<file path="src/hdl/mfs_pkg.sv">
// Shared types, constants and helpers for the monochrome frame buffer with serial scanout.
// No dependencies; the top level and mfs_addr import this package, mfs_ram does not.
package mfs_pkg;

    localparam int SCREEN_WIDTH  = 128;
    localparam int SCREEN_HEIGHT = 64;
    localparam int STORE_AW      = 10;            // 1024 bytes
    localparam int BYTE_W        = 8;

    localparam logic [5:0] LAST_STEP = 6'd33;     // two commands then 32 data bytes
    localparam logic [4:0] LAST_ROW  = 5'd31;
    localparam logic [5:0] STEP_ROW  = 6'd0;
    localparam logic [5:0] STEP_COL  = 6'd1;
    localparam logic [5:0] DATA_BASE = 6'd2;

    localparam logic [7:0] SYNC_CMD  = 8'hF8;
    localparam logic [7:0] SYNC_DATA = 8'hFA;
    localparam logic [7:0] ROW_CMD   = 8'h80;
    localparam logic [7:0] COL_CMD   = 8'h80;

    localparam logic [1:0] ROT_0   = 2'd0;
    localparam logic [1:0] ROT_90  = 2'd1;
    localparam logic [1:0] ROT_180 = 2'd2;
    localparam logic [1:0] ROT_270 = 2'd3;

    localparam logic [1:0] REG_ROTATION = 2'd0;
    localparam logic [1:0] REG_INVERT   = 2'd1;
    localparam logic [1:0] REG_SLEEPING = 2'd2;

    localparam logic MODE_PIXEL   = 1'b0;
    localparam logic MODE_REFRESH = 1'b1;

    typedef struct packed {
        logic       mode;
        logic [6:0] pos_x;
        logic [6:0] pos_y;
        logic       colour;
    } in_item_t;

    typedef struct packed {
        logic [23:0] frame_word;
        logic        is_command;
        logic        refresh_done;
    } out_item_t;

    typedef struct packed {
        logic                in_bounds;
        logic [STORE_AW-1:0] idx;
        logic [2:0]          bit_pos;
    } pix_loc_t;

    typedef enum logic [1:0] {
        ST_CLEAR,
        ST_IDLE,
        ST_PIX_WR,
        ST_EMIT
    } state_t;

    function automatic logic [23:0] frame_of(input logic [7:0] sync, input logic [7:0] b);
        frame_of = {sync, b[7:4], 4'b0000, b[3:0], 4'b0000};
    endfunction

endpackage

</file>
<file path="src/hdl/mfs_addr.sv">
// Pixel address unit: rotation, bounds check and mapping onto the split half-screen layout.
// Depends on mfs_pkg.
module mfs_addr (
    input  logic [1:0]      rotation,
    input  logic [6:0]      pos_x,
    input  logic [6:0]      pos_y,
    output mfs_pkg::pix_loc_t loc
);
    import mfs_pkg::*;

    logic [6:0] px;
    logic [5:0] py;
    logic       in_bounds;

    always_comb
    begin
        if (rotation[0])
        begin
            in_bounds = (pos_x < 7'(SCREEN_HEIGHT));
        end
        else
        begin
            in_bounds = (pos_y < 7'(SCREEN_HEIGHT));
        end

        // only the in-bounds low bits matter once the check has passed
        case (rotation)
            ROT_90:
            begin
                px = ~pos_y;
                py = pos_x[5:0];
            end
            ROT_180:
            begin
                px = ~pos_x;
                py = ~pos_y[5:0];
            end
            ROT_270:
            begin
                px = pos_y;
                py = ~pos_x[5:0];
            end
            default:
            begin
                px = pos_x;
                py = pos_y[5:0];
            end
        endcase
    end

    // row, half-screen select, byte pair, byte within pair
    assign loc.in_bounds = in_bounds;
    assign loc.idx       = {py[4:0], py[5], px[6:3]};
    assign loc.bit_pos   = ~px[2:0];

endmodule

</file>
<file path="config.mk">
export PLATFORM = sky130hd
export DESIGN_NAME = mfs_addr
export DESIGN_NICKNAME = d
export VERILOG_FILES = /design/src/hdl/mfs_pkg.sv /design/src/hdl/mfs_addr.sv
export SDC_FILE = /design/constraint.sdc
export NUM_CORES = 1
export LEC_CHECK = 0
export ABC_AREA = 1
export BUFFER_PORTS_ARGS = -buffer_cell sky130_fd_sc_hd__buf_2
export CAP_MARGIN = 20
export CORE_AREA = 2 2 39 41
export DETAILED_ROUTE_END_ITERATION = 8
export DIE_AREA = 0 0 41 43
export GPL_TIMING_DRIVEN = 0
export MAX_ROUTING_LAYER = met4
export PLACE_DENSITY_LB_ADDON = 0.1
export SYNTH_ARGS = -nofsm -noshare
export SYNTH_HDL_FRONTEND = slang
export SYNTH_SLANG_ARGS = --single-unit
</file>
<file path="constraint.sdc">
create_clock -name vclk -period 0.8
set_input_delay 0.08 -clock vclk [all_inputs]
set_output_delay 0.08 -clock vclk [all_outputs]
set_load 0.01 [all_outputs]
</file>
==> results.md, run 1 <==
- DIE HEIGHT: 43 um
- Fin crit period: 0.7797 ns
- Synth-to-layout area growth: 76.24%
- Run status: finished clean
- Worst setup margin: 0.02034 ns
- Core area: 0.001384 mm2
- VDD IR max: 0.3097 mV
- Number of global-route vias before repair: 558
- Routability cong.: 0.7850
- Crit end category: output pin
- Crit path from: rotation[0]
- Pins Over Slew Limit: 0
- Critical path, cell by cell: buf_12 > clkbuf_16 > nand2_1 > nand3_2 > nand2_1 > inv_1 > buf_2
- Antenna cells: 0
- Synth unique cells: 9
- P_leak: 0.0005440 uW
- FF+latch count: 0
- Mean Syn Cell Area: 4.396 um2
- Max Freq: 1.283 GHz
- Final setup fails: 0
- Crit path buf inv count: 4
- # rows: 14
- Worst slew pin tran: 0.1015 ns
- Hold Fails Final Rpt: 0
- Port bufs: 29
- Hold_buf cts: 0
- Hpwl dp: 982 um
- Crit path arrival time: 0.70 ns
- Area taken by flip-flops and latches: 0 um2
- Hold Crit Start: pos_x[2]
- Die width: 41 um
- Share of cells above drive strength 1: 38.46%
- Top cell family by delay on the critical path: buffers and inverters
- Worst Setup Path Type: in -> out
- Total power per unit cell area: 597.9 mW/mm2
- Initial drt markers: 1
- CP startpoint kind: input port
- Worst Path Max Fanout: 5
- Drt via density: 4.635
- CP dominant cell by count: nand2_1
- Final period utilization: 97.46%
- Max-cap violations: 0
- # DRC: 0
- Largest net degree at the start of global routing: 17
- Num ports: 30
- Post-route ant nets: 0
- Unrepaired setup endpoints after global routing: yes
- Fin nets: 161
- Syn Inst Count: 109
- Global-route wire length before repair: 2249 um
- Crit path max-delay cell type: clkbuf_16
- Vias: 737
- Final WL: 1544 um
- Syn Nets: 125
- Die area: 0.001763 mm2
- DP Worst Slack: -0.1609 ns
- Total power: 504.9 uW
- GRT Residual Overflow: 0
- Antenna violations before repair: 0
- Crit-path max cell delay: 0.14 ns
- Initial Util: 34.63%
- # clk buffers: 0
- Routed len/inst: 9.711 um
- Drt first pass iters: 4
- YS warnings: 0
- CP required: 0.72 ns
- GRT Resource Usage Total: 17.20%
- Max transition margin: 93.19%
- Sequential area share after synthesis: 0%
- Post-Syn Area: 479.2 um2
- Hold crit path type: in -> out
## worst min-delay path, cell delays in order
cell and delay [ns]:
buf_6 0.08, o21ai_2 0.05, nand2_1 0.06, nand2_1 0.04, buf_2 0.13
## area by class of cell
cell class	instances	area, um2
fill	140	539.3
tap	16	20.02
timing repair buffer	35	267.8
multi-input combinational	85	395.4
buffer	6	80.08
inverter	17	81.33
## path summary, 6_finish.rpt
path	cells past startpoint	endpoint
worst max-delay path	7	loc[6]
worst min-delay path	5	loc[2]
## report_power, final
| group | internal (uW) | total, uW | switching, uW | leakage [uW] |
|---|---|---|---|---|
| logic | 250 | 505 | 255 | 0.000544 |
| registers | 0 | 0 | 0 | 0 |
| clock network | 0 | 0 | 0 | 0 |
## per-stage QoR
stage | setup TNS, ns | instances | area, um2 | util, % | hold WS [ns]
global route | -0.07119 | 159 | 844.6 | 61.03 | 0.5543
CTS | 0 | 155 | 659.4 | 47.65 | 0.5302
finish | 0 | 159 | 844.6 | 61.03 | 0.5164
global placement | -1.066 | 154 | 644.4 | 46.56 | 0.5169
floorplan | 0 | 109 | 479.2 | - | 0.3198
detailed placement | -1.051 | 154 | 644.4 | 46.56 | 0.5287
## Yosys cell counts, drive strengths merged
cell type | number | area share [%]
nand2 | 62 | 49
nand3 | 18 | 19
inv | 17 | 14
o21ai | 3 | 3.1
buf | 7 | 13
or2 | 2 | 2.6
## metal layers
layer / track usage (%) / vias up / share of wire [%]
met2: 30.00 / 16 / 52
met5: - / - / 0
met4: 0 / 0 / 0
met3: 0 / 0 / 3.4
met1: 22.78 / 327 / 45
li1: - / 394 / -
## logic make-up after synthesis
group,synth area share (%)
and+or+nand+nor,69.97
AOI/OAI and AO/OA,3.132
buffers and inverters,26.89
## placed cells by master (no fill, tap or decap)
master     count
buf_12         1
buf_2         25
buf_4          4
buf_6          6
buf_8          2
clkbuf_16      3
clkinv_8       1
inv_1         15
inv_6          1
nand2_1       55
nand2_2        6
nand2_4        1
nand3_1       15
nand3_2        3
o21ai_1        1
o21ai_2        2
or2_0          1
or2_1          1
## timing repair
action	CTS	global route
setup endpoints to repair	13	14
resized for setup	6	29
pin swaps	0	14
buffers inserted	1	1
gates cloned	1	3
Note: power is estimated with default switching activity, not from simulation.
==> run 2: changes to the inputs <==
--- a/config.mk
+++ b/config.mk
@@ -8,9 +8,11 @@
 export ABC_AREA = 1
 export BUFFER_PORTS_ARGS = -buffer_cell sky130_fd_sc_hd__buf_2
 export CAP_MARGIN = 20
-export CORE_AREA = 2 2 39 41
+export CELL_PAD_IN_SITES_DETAIL_PLACEMENT = 2
+export CELL_PAD_IN_SITES_GLOBAL_PLACEMENT = 2
+export CORE_MARGIN = 2
+export CORE_UTILIZATION = 17
 export DETAILED_ROUTE_END_ITERATION = 8
-export DIE_AREA = 0 0 41 43
 export GPL_TIMING_DRIVEN = 0
 export MAX_ROUTING_LAYER = met4
 export PLACE_DENSITY_LB_ADDON = 0.1
==> run 2 against run 1 <==
  * Via count up 5.4%
  * Utilization down 30 points
  * Combinational power up 0.8%
  * Non-clock buffer count down 1
  * Setup slack worse by 0.018 ns
  * Clock-buffer cell count unchanged
  * Routed wire length up 35%
  * Die area up 85%
==> results.md, run 2 (same netlist as run 1, synthesis figures left out) <==
- Antenna violations before repair: 0 (unchanged)
- Hold crit path type: in -> out
- Hold Fails Final Rpt: 0 (unchanged)
- Synth-to-layout area growth: 76.76%
- Area taken by flip-flops and latches: 0 um2 (unchanged)
- Seq pwr share: 0% (unchanged)
- Final instance area: 847.1 um2 (+0.30%)
- CP required: 0.72 ns (about the same)
- Num ports: 30 (unchanged)
- Unrepaired setup endpoints after global routing: yes
- Total negative setup slack: 0 ns (unchanged)
- Commonest non-fill, non-tap cell in the layout: nand2_1
- Routability cong.: 0.6973 (-11%)
- Largest net degree at the start of global routing: 11 (-6)
- Pins Over Slew Limit: 0 (unchanged)
- P_sw: 278.9 uW (+9.3%)
- P_leak: 0.0005353 uW (-1.6%)
- Worst Path Max Fanout: 8 (+3)
- Total power per unit cell area: 600.4 mW/mm2 (+0.42%)
- GRT Resource Usage Total: 12.94% (-4.3 points)
- Drt first pass iters: 3 (-1)
- # rows: 19 (+5)
- Clk pwr share: 0% (unchanged)
- Run status: finished clean
- Initial drt markers: 6 (+5)
- Routed len/inst: 12.01 um (+24%)
- Worst Setup Path Type: in -> out
- Share of cells above drive strength 1: 45.77% (+7.3 points)
- Worst slew pin tran: 0.1078 ns (+0.006265 ns)
- Final period utilization: 99.75% (+2.3 points)
- Antenna cells: 0 (unchanged)
- DP Worst Slack: -0.2219 ns (-0.06099 ns)
- Layout filler cell count: 371 (+170%)
- CP startpoint kind: input port
- # clk buffers: 0 (unchanged)
- Post-layout util: 31.26% (-30 points)
- GRT Residual Overflow: 0 (unchanged)
- Most frequent cells in the layout: 47 x nand2_1, 28 x buf_2, 15 x inv_1
- Max-cap violations: 0 (unchanged)
- Worst setup margin: 0.002026 ns (-0.01832 ns)
- Global-route wire length before repair: 3429 um (+52%)
- # DRC: 0 (unchanged)
- Post-route ant nets: 0 (unchanged)
- Fin nets: 160 (-0.62%)
- FF+latch count: 0 (unchanged)
- Max transition margin: 92.80% (-0.39 points)
- Max Freq: 1.253 GHz (-2.3%)
- Area post-placement: 663.1 um2 (+2.9%)
- Hpwl dp: 1560 um (+59%)
- Drt via density: 4.491 (-3.1%)
- Sw frac: 54.84% (+4.3 points)
- DIE HEIGHT: 57.10 um (+33%)
- Die area: 0.003260 mm2 (+85%)
- Crit end category: output pin
- Number of global-route vias before repair: 820 (+47%)
- Combinational power share: 100.0% (about the same)
- Die width: 57.10 um (+39%)
- Fin crit period: 0.7980 ns (+0.01832 ns)
- Vias: 777 (+5.4%)
- Crit path arrival time: 0.72 ns (+0.02 ns)
- Hold_buf cts: 0 (unchanged)
- Final setup fails: 0 (unchanged)
- Pint: 229.7 uW (-8.0%)
- Final WL: 2077 um (+35%)
- Core area: 0.002710 mm2 (+96%)
- Initial Util: 17.68% (-17 points)
- VDD IR max: 0.1720 mV (-44%)
- Port bufs: 29 (unchanged)
[run 2: cell count changes in the layout (fill, tap and decap cells not counted), sizes merged]
cell and change:
clkbuf -3, buf +2
[run 2: power groups by stage]
stage                     Sequential, uW  Combinational (uW)  Clock [uW]
after global routing                   0                 569           0
final                                  0                 509           0
after global placement                 0                 401           0
after CTS                              0                 462           0
after detailed placement               0                 414           0
after floorplan                        0                 247           0
[run 2: path summary, 6_finish.rpt]
path / slack, ns / cells past startpoint / startpoint / endpoint
worst max-delay path: 0.002 / 8 / rotation[0] / loc[8]
worst min-delay path: 0.53 / 5 / rotation[1] / loc[4]
[run 2: per-stage QoR]
stage	hold WS, ns	total power, uW	std cells
final	0.5313	508.6	173
after detailed placement	0.5422	414.2	169
after CTS	0.5390	462.4	173
after global routing	0.5762	568.9	173
after floorplan	0.3198	247.4	109
after global placement	0.5263	401.2	169
[run 2: worst max-delay path, cell delays in order]
cell,delay [ns]
buf_12,0.11
clkinv_8,0.07
buf_12,0.14
nand2_2,0.05
nand3_2,0.05
nand2_1,0.06
inv_1,0.03
buf_2,0.12
[run 2: area by class of cell]
cell class | instances | area [um2] | share of cell area, %
Multi-Input combinational cell | 85 | 440.4 | 51.99
Buffer | 7 | 100.1 | 11.82
Tap cell | 31 | 38.79 | 4.579
Timing Repair Buffer | 33 | 188.9 | 22.30
Inverter | 17 | 78.83 | 9.306
[run 2: what timing repair did]
action / 4_1_cts / 5_1_grt
resized for setup: 18 / 29
buffers inserted: 2 / 0
endpoints found under the setup margin: 13 / 14
pin swaps: 2 / 7
cloned: 2 / 0
[run 2: routing by layer]
layer  track usage, %  wire length [um]  vias up
li1                 -                 -      396
met1            15.11               919      365
met2            26.11              1087       16
met3                0                70        0
met4                0                 0        0
met5                -                 0        -
==> run 3: changes to the inputs <==
--- a/config.mk
+++ b/config.mk
@@ -19,3 +19,4 @@
 export SYNTH_ARGS = -nofsm -noshare
 export SYNTH_HDL_FRONTEND = slang
 export SYNTH_SLANG_ARGS = --single-unit
+export TNS_END_PERCENT = 5
==> constraint.sdc (replaced) <==
create_clock -name vclk -period 0.8
set_input_delay 0.08 -clock vclk [all_inputs]
set_output_delay 0.08 -clock vclk [all_outputs]
set_load 0.005 [all_outputs]
==> run 3 against run 2 <==
  * Clock-buffer cell count unchanged
  * Via count decreased by 0.51%
  * Hold slack got worse by 0.012 ns
  * Utilization decreased by 1.1 points
  * Sequential share of layout area unchanged
  * Highest routed layer unchanged
==> results.md, run 3 (same netlist as run 1, synthesis figures left out) <==
- # rows: 19 (unchanged)
- DIE HEIGHT: 57.10 um (unchanged)
- # DRC: 0 (unchanged)
- Crit path arrival time: 0.72 ns (about the same)
- Area taken by flip-flops and latches: 0 um2 (unchanged)
- Share of cells above drive strength 1: 41.84% (-3.9 points)
- Area post-placement: 663.1 um2 (unchanged)
- Synth-to-layout area growth: 70.50%
- Crit end category: output pin
- Initial drt markers: 11 (+5)
- Final WL: 2053 um (-1.2%)
- Most frequent cells in the layout: 50 x nand2_1, 28 x buf_2, 15 x inv_1
- Critical path, cell by cell: buf_12 > clkinv_8 > buf_8 > nand2_1 > nand3_1 > nand2_2 > inv_1 > buf_2
- Crit path max-delay cell type: buf_8
- Fin crit period: 0.7975 ns (-0.0004940 ns)
- Initial Util: 17.68% (unchanged)
- GRT Residual Overflow: 0 (unchanged)
- Routed len/inst: 11.94 um (-0.58%)
- Worst slew pin tran: 0.1117 ns (+0.003935 ns)
- Worst Path Max Fanout: 8 (unchanged)
- FF+latch count: 0 (unchanged)
- Global-route wire length before repair: 3422 um (-0.20%)
- Vias: 773 (-0.51%)
- Drt via density: 4.494 (about the same)
- Number of global-route vias before repair: 811 (-1.1%)
- Hold Fails Final Rpt: 0 (unchanged)
- Antenna cells: 0 (unchanged)
- Drt first pass iters: 2 (-1)
- Final setup fails: 0 (unchanged)
- Commonest non-fill, non-tap cell in the layout: nand2_1
- Max-cap violations: 0 (unchanged)
- Post-route ant nets: 0 (unchanged)
- Die area: 0.003260 mm2 (unchanged)
- Num ports: 30 (unchanged)
- CP required: 0.72 ns (about the same)
- Hold_ws: 0.5192 ns (-0.01218 ns)
- Unrepaired setup endpoints after global routing: yes
- Fin nets: 159 (-0.63%)
- Hold_buf cts: 0 (unchanged)
- Hold path depth: 5 (unchanged)
- P_leak: 0.0005221 uW (-2.5%)
- # clk buffers: 0 (unchanged)
- CP startpoint kind: input port
- Post-layout util: 30.15% (-1.1 points)
- Hpwl dp: 1560 um (unchanged)
- Total power per unit cell area: 570.7 mW/mm2 (-5.0%)
- Worst Setup Path Type: in -> out
- Die width: 57.10 um (unchanged)
- Core area: 0.002710 mm2 (unchanged)
- Port bufs: 29 (unchanged)
- Pins Over Slew Limit: 0 (unchanged)
- Hold Crit Start: rotation[1]
- Hold path endpoint: loc[4]
- Max transition margin: 92.54% (-0.26 points)
- VDD IR max: 0.1765 mV (+2.6%)
- Run status: finished clean
- Crit-path max cell delay: 0.13 ns (about the same)
- Antenna violations before repair: 0 (unchanged)
- Largest net degree at the start of global routing: 11 (unchanged)
- Hold crit path type: in -> out
- GRT Resource Usage Total: 12.94% (unchanged)
- Routability cong.: 0.6973 (unchanged)
- Final period utilization: 99.69% (about the same)
- Final instance area: 817.0 um2 (-3.5%)
- Max Freq: 1.254 GHz (about the same)
## run 3: changes by cell type in the layout (fill, tap and decap cells not counted), sizes merged
| cell | change |
|---|---|
| buf | -1 |
## run 3: worst max-delay path by stage
| stage | to | cells past startpoint | start | slack (ns) |
|---|---|---|---|---|
| 3_5_place_dp | loc[6] | 7 | rotation[1] | -0.21 |
| 3_3_place_gp | loc[6] | 7 | rotation[1] | -0.22 |
| 6_report | loc[6] | 8 | rotation[0] | 0.003 |
| 2_1_floorplan | loc[8] | 7 | rotation[0] | 0.14 |
| 5_1_grt | loc[6] | 8 | rotation[0] | -0.05 |
| 4_1_cts | loc[4] | 8 | rotation[0] | 0.004 |
## run 3: timing repair
| action | CTS | global route |
|---|---|---|
| pin swaps | 1 | 6 |
| endpoints found under the setup margin | 13 | 14 |
| gates cloned | 2 | 0 |
| setup buffers | 0 | 1 |
| resized for setup | 14 | 27 |
## run 3: per-stage QoR
| step | total power, uW | instances | TNS [ns] | setup slack, ns |
|---|---|---|---|---|
| finish | 466.3 | 172 | 0 | 0.002520 |
| global route | 526.1 | 172 | -0.3776 | -0.04533 |
| detailed placement | 386.5 | 169 | -1.679 | -0.2092 |
| global placement | 373.5 | 169 | -1.611 | -0.2155 |
| floorplan | 220.6 | 109 | 0 | 0.1442 |
| CTS | 420.7 | 171 | 0 | 0.004300 |
## run 3: final cells by class
class / instances / area, um2
Buffer: 7 / 92.59
Fill cell: 369 / 1893
Multi-Input combinational cell: 85 / 422.9
Timing Repair Buffer: 32 / 181.4
Tap cell: 31 / 38.79
Inverter: 17 / 81.33
## run 3: power breakdown
part,switching [uW],internal [uW]
Clock,0,0
Sequential,0,0
Combinational,247,219
## run 3: layer usage
metal	track usage (%)	vias up	wire [um]
met1	14.70	362	907
met3	0	0	65
met4	0	0	0
met2	26.60	16	1080
li1	-	395	-
met5	-	-	0
## run 3: worst max-delay path: cells and delay by family
family	cells	cell delay, ns
AND/OR/NAND/NOR	3	0.19
buffers and inverters	5	0.44
